$ cat config.mk
export PLATFORM = sky130hd
export DESIGN_NAME = spq_cell
export DESIGN_NICKNAME = d
export VERILOG_FILES = /design/src/rtl/core/spq_pkg.sv /design/src/rtl/core/spq_cell.sv
export SDC_FILE = /design/constraint.sdc
export NUM_CORES = 1
export LEC_CHECK = 0
export BUFFER_PORTS_ARGS = -buffer_cell sky130_fd_sc_hd__buf_2
export CAP_MARGIN = 10
export CELL_PAD_IN_SITES_DETAIL_PLACEMENT = 1
export CELL_PAD_IN_SITES_GLOBAL_PLACEMENT = 2
export CORE_UTILIZATION = 25
export CTS_CLUSTER_SIZE = 30
export DETAILED_ROUTE_END_ITERATION = 8
export PLACE_DENSITY = 0.9
export SYNTH_ARGS = -nofsm -noshare
export SYNTH_HDL_FRONTEND = slang
export SYNTH_SLANG_ARGS = --single-unit
export TNS_END_PERCENT = 30
$ cat constraint.sdc
create_clock -name clk -period 8.4 [get_ports clk]
set_input_delay 2.52 -clock clk [delete_from_list [all_inputs] [get_ports clk]]
set_output_delay 2.52 -clock clk [all_outputs]
set_load 0.05 [all_outputs]
$ cat src/rtl/core/spq_pkg.sv
`timescale 1ns / 1ps
// spq_pkg: types and codes shared by the stable priority queue
// no dependencies
package spq_pkg;

    localparam int TagW = 16;
    localparam int UrgW = 16;
    localparam int OccW = 7;

    typedef enum logic {
        REQ_ADMIT = 1'b0,
        REQ_SERVE = 1'b1
    } req_type_t;

    typedef enum logic [1:0] {
        ST_ADMITTED = 2'd0,
        ST_SERVED   = 2'd1,
        ST_FULL     = 2'd2,
        ST_EMPTY    = 2'd3
    } status_t;

    typedef enum logic [1:0] {
        CELL_HOLD   = 2'd0,
        CELL_INSERT = 2'd1,
        CELL_REMOVE = 2'd2
    } cell_op_t;

    typedef struct packed {
        logic            valid;
        logic [TagW-1:0] tag;
        logic [UrgW-1:0] urgency;
    } entry_t;

    // broadcast to every cell in the row
    typedef struct packed {
        cell_op_t        op;
        logic [TagW-1:0] tag;
        logic [UrgW-1:0] urgency;
    } cell_cmd_t;

endpackage

$ cat src/rtl/core/spq_cell.sv
`timescale 1ns / 1ps
// spq_cell: one slot of the sorted systolic array
// depends on spq_pkg
module spq_cell
    import spq_pkg::*;
(
    input  logic      clk,
    input  logic      rst_n,
    input  cell_cmd_t cmd,
    input  entry_t    left,
    input  logic      left_keep,
    input  entry_t    right,
    output entry_t    entry,
    output logic      keep
);

    logic            valid_reg;
    logic            valid_next;
    logic [TagW-1:0] tag_reg;
    logic [TagW-1:0] tag_next;
    logic [UrgW-1:0] urg_reg;
    logic [UrgW-1:0] urg_next;

    // equal urgency stays ahead of the newcomer, so ties serve in admission order
    assign keep = valid_reg && (urg_reg >= cmd.urgency);

    always_comb
    begin
        valid_next = valid_reg;
        tag_next   = tag_reg;
        urg_next   = urg_reg;
        unique case (cmd.op)
            CELL_INSERT:
            begin
                if (!keep)
                begin
                    if (left_keep)
                    begin
                        valid_next = 1'b1;
                        tag_next   = cmd.tag;
                        urg_next   = cmd.urgency;
                    end
                    else
                    begin
                        valid_next = left.valid;
                        tag_next   = left.tag;
                        urg_next   = left.urgency;
                    end
                end
            end
            CELL_REMOVE:
            begin
                valid_next = right.valid;
                tag_next   = right.tag;
                urg_next   = right.urgency;
            end
            default:
            begin
                valid_next = valid_reg;
            end
        endcase
    end

    always_ff @(posedge clk or negedge rst_n)
    begin
        if (!rst_n)
        begin
            valid_reg <= 1'b0;
        end
        else
        begin
            valid_reg <= valid_next;
        end
    end

    always_ff @(posedge clk)
    begin
        tag_reg <= tag_next;
        urg_reg <= urg_next;
    end

    assign entry = '{valid: valid_reg, tag: tag_reg, urgency: urg_reg};

endmodule

Word-level counts from Yosys, hierarchy flattened
Index checks and enable logic that the tools add are counted.
{"block": "word_totals", "elab_cells": 19, "inputBits": 103, "register_bits": 33}
{"block": "op_classes", "order_cmp": 1, "n_reduce_logical": 3, "n_eq_ne": 3, "mux": 9}
{"operator": "$mux W16", "count": 4}
{"operator": "$pmux W16 S2", "count": 2}
{"operator": "$ge A16 B16 Y1", "count": 1}
{"operator": "$eq A2 B1 Y1 const B", "count": 1}
{"operator": "$eq A2 B2 Y1 const B", "count": 1}
{"operator": "$mux W1", "count": 2}
{"operator": "$ne A2 B2 Y1 const B", "count": 1}
{"operator": "$pmux W1 S2", "count": 1}
{"operator": "$reduce_and A2 Y1", "count": 1}
{"operator": "$reduce_bool A2 Y1", "count": 1}
{"operator": "$logic_and A1 B1 Y1", "count": 1}

Longest topological paths before layout
{"block": "logic_depth", "word_depth": 4, "ltp_mapped": 7, "depth_no_buf": 7}

Worst setup path before layout
OpenSTA, ideal clock, no wires.
{"block": "synth_path", "path_type": "input to output", "start": "input cmd[13] in the netlist's numbering", "end": "output keep", "setup_slack_ps": 2002, "path_stages": 6, "t_arrival_ps": 3878, "path_buffers": 0, "cell_sequence": "inv_1 ha_1 nand4_2 nor3_2 nand3_1 a41oi_2"}
{"block": "synth_via", "elab_chain_cells": 2}
{"element": "start: declaration", "line": "spq_cell.sv:9", "source": "input cell_cmd_t cmd,"}
{"element": "$ge A16 B16 Y1", "line": "spq_cell.sv:25", "source": "assign keep = valid_reg && (urg_reg >= cmd.urgency);"}
{"element": "$logic_and A1 B1 Y1", "line": "spq_cell.sv:25"}
{"element": "end: declaration", "line": "spq_cell.sv:14", "source": "output logic keep"}
No other way between the ends.

Final worst setup path
Ends and elaborated chain as after synthesis.

==> summary.txt <==
Status
  – Run status: completed

STA
  – Max transition margin: 0.317
  – Measured slew at the worst slew-check pin: around 1 ns
  – Final Worst Setup Slack: ~1.8 ns
  – Hold Vio Cnt, Final: 0
  – Shortest period the worst path allows: approximately 6.6 ns
  – Fmax: between 150 and 200 MHz
  – Final count of pins violating max slew: 0
  – Final TNS setup: 0 ns
  – Fin Clk Skew: roughly 0.0039 ns
  – Final worst-path cycle share: 0.785
  – Setup violators final: 0
  – Worst hold slack: about 0.69 ns
  – Unrepaired setup endpoints after global routing: no

Synth
  – Synth Register Bits: 33
  – Synth top area share: 0.455
  – Avg Cell Area, Syn: 10.1 sq um
  – Share of async-settable or async-resettable flops after synthesis: 0.0303
  – Number of enable-type register cells in the synthesized netlist: 32
  – Top post-synthesis cells by area: sky130_fd_sc_hd__edfxtp_1 (45%), sky130_fd_sc_hd__mux2i_1 (16%), sky130_fd_sc_hd__ha_1 (9.5%), sky130_fd_sc_hd__o21ai_0 (8.3%), sky130_fd_sc_hd__nand2_1 (6.9%)
  – Distinct cells, synth: 21
  – Combined area of all synthesized cells: 0.00211 sq mm
  – Gate count of the mapped netlist: between 200 and 250
  – Primary FF master, synth: sky130_fd_sc_hd__edfxtp_1
  – Synthesized net count: 329
  – Post-synthesis sequential area ratio: 0.467
  – YS warnings: 0
  – Largest area contributor in the netlist: sky130_fd_sc_hd__edfxtp_1

Place
  – Estimated wirelength of the detail-placed design: 4800 um
  – Total of buffers placed on input and output ports: ~140
  – Post-Place Worst Slack: 1.78 ns
  – Placer's final routability congestion estimate: 0.720

Clocking
  – Clock insertion delay at the later pin of the skew report: 0.27 ns
  – Resized cells post-CTS: 0
  – Post-CTS Setup Repair Bufs: 0
  – Maximum level of the CTS H-tree: 2
  – Clock root cell: sky130_fd_sc_hd__clkbuf_8
  – Number of clock buffers inserted by TritonCTS: 5
  – Total clock sinks: 33
  – Hold Buf Count CTS: 0
  – Clock slew at the register clock pins of the worst setup and hold paths: approximately 0.07 ns
  – Worst-case clock buffer depth: 2
  – Clock tree from TritonCTS: built

GRT
  – Overflow left after global routing: 0
  – GRT Total Usage: 0.138
  – Initial antenna violation count: 0
  – Global-route wire length before repair: around 9500 um
  – Pin count of the biggest net entering global routing: 37
  – Vias in the first global route: between 2000 and 2500

Job
  – Max Cap Violations: 0

Die
  – Number of rows created at floorplan: 33
  – I/O pin cnt: roughly 140
  – Chip height: 93.9 um
  – Initial cell density of the core: 0.257
  – Die Span X: 93.9 um
  – Placeable core region: 0.00822 sq mm
  – Die footprint: 0.00882 sq mm

Final layout
  – Number of antenna repair diodes: 0
  – Net count reported at finish: 461
  – Top library cells by usage in the layout, fill and taps aside: sky130_fd_sc_hd__buf_2 (136), sky130_fd_sc_hd__nand2_1 (39), sky130_fd_sc_hd__o21ai_0 (35)
  – Area Growth Syn to Fin: 41.2%
  – Commonest non-fill, non-tap cell in the layout: sky130_fd_sc_hd__buf_2
  – Fraction of layout instances using a drive strength above 1: 0.431

Power
  – Worst VDD drop: ~0.050 mV
  – Pwr Density: ~160 mW/mm^2
  – Leakage power figure: 1.47 nW

Routing
  – DR WL/cell: 13.3 um
  – Vias after detailed routing: 1987
  – Final antenna-violating net count: 0
  – Final routed wirelength across all metal layers: 5940 um
  – Drt pass-1 iters: 4
  – Number of design-rule violations left by the first detailed-router iteration: 44
  – Vias per cell: 4.44
  – Final routed DRC violation total: 0

Worst setup path
  – Data arrival, critical path: ~4.1 ns
  – Launching point of the worst reg2reg path: urg_reg[13]$_DFFE_PP_
  – Capturing point of the worst reg2reg path: tag_reg[8]$_DFFE_PP_
  – Critical Path Fanout Max: 3
  – Sort of element at the start of the critical path: input pin
  – Worst-case reg-to-reg path depth: 6
  – Crit Path Category: in -> out
  – Register-to-register path setup slack: about 5.8 ns
  – Kind of end point of the critical path: output pin
  – Req. time, crit path: a little under 6 ns

Min path
  – Worst hold path cell count: 3
  – Path class of the lowest-slack min-delay path: reg -> reg
  – Start point of the worst min-delay path: valid_reg$_DFFE_PN0P_
  – Hold-critical path endpoint: valid_reg$_DFFE_PN0P_
==> layout make-up <==
class / instances / area [sq um]
clock buffer: 8 / 90.1
fill: 1016 / 5230
inverter: 18 / 67.6
multi-input combinational: 147 / 1020
sequential: 33 / 986
tap: 105 / 131
timing repair buffer: 137 / 688
==> layer usage <==
layer | track usage | wire length [um]
met1 | 0.165 | 2580
met2 | 0.248 | 3040
met3 | 0.0202 | 254
met4 | 0.0500 | 68
met5 | 0 | 0
==> metrics by stage <==
| step | power, mW | area, sq um | utilization | cells |
|---|---|---|---|---|
| 2_1_floorplan | 0.320 | 2110 | - | 210 |
| 6_report | 0.491 | 2980 | 0.363 | 448 |
| 4_1_cts | 0.500 | 2980 | 0.363 | 448 |
| 3_3_place_gp | 0.370 | 2890 | 0.352 | 440 |
| 5_1_grt | 0.517 | 2980 | 0.363 | 448 |
| 3_5_place_dp | 0.374 | 2890 | 0.352 | 440 |
==> power by group <==
part | internal, mW | switching [mW]
logic | 0.0510 | 0.107
clock network | 0.0669 | 0.0571
registers | 0.202 | 0.00642
==> worst max-delay path: stages <==
cell                      delay, ns
sky130_fd_sc_hd__buf_2         0.09
sky130_fd_sc_hd__inv_1         0.04
sky130_fd_sc_hd__ha_1          0.30
sky130_fd_sc_hd__nand4_2       0.15
sky130_fd_sc_hd__nor3_2        0.23
sky130_fd_sc_hd__nand3_1       0.10
sky130_fd_sc_hd__a41oi_2       0.31
sky130_fd_sc_hd__buf_2         0.33
==> synth_stat cells (all sizes together) (2+ instances only) <==
cell    instances
nand2          39
o21ai          35
mux2i          33
edfxtp         32
inv            18
ha             16
buf             8
nor2            6
a21oi           5
clkbuf          4
nor3            4
a211oi          2
nor2b           2
==> kinds of logic (layout without fill, tap and decap cells) <==
kind of cell / Yosys count / in the layout / synth area share
AOI/OAI and AO/OA: 45 / 45 / 0.117
adders and majority gates: 16 / 16 / 0.0947
buffers and inverters: 30 / 163 / 0.0592
DFF: 33 / 33 / 0.467
muxes: 33 / 33 / 0.156
and+or+nand+nor: 53 / 53 / 0.106
==> worst max-delay path by stage <==
stage / from / endpoint / slack (ns) / cells past startpoint
2_1_floorplan: cmd[13] / keep / 2.00 / 6
3_3_place_gp: cmd[13] / keep / 1.80 / 8
3_5_place_dp: cmd[13] / keep / 1.78 / 8
4_1_cts: cmd[13] / keep / 1.77 / 8
5_1_grt: cmd[13] / keep / 1.67 / 8
6_report: cmd[13] / keep / 1.80 / 8
Note: power is estimated with default switching activity, not from simulation.
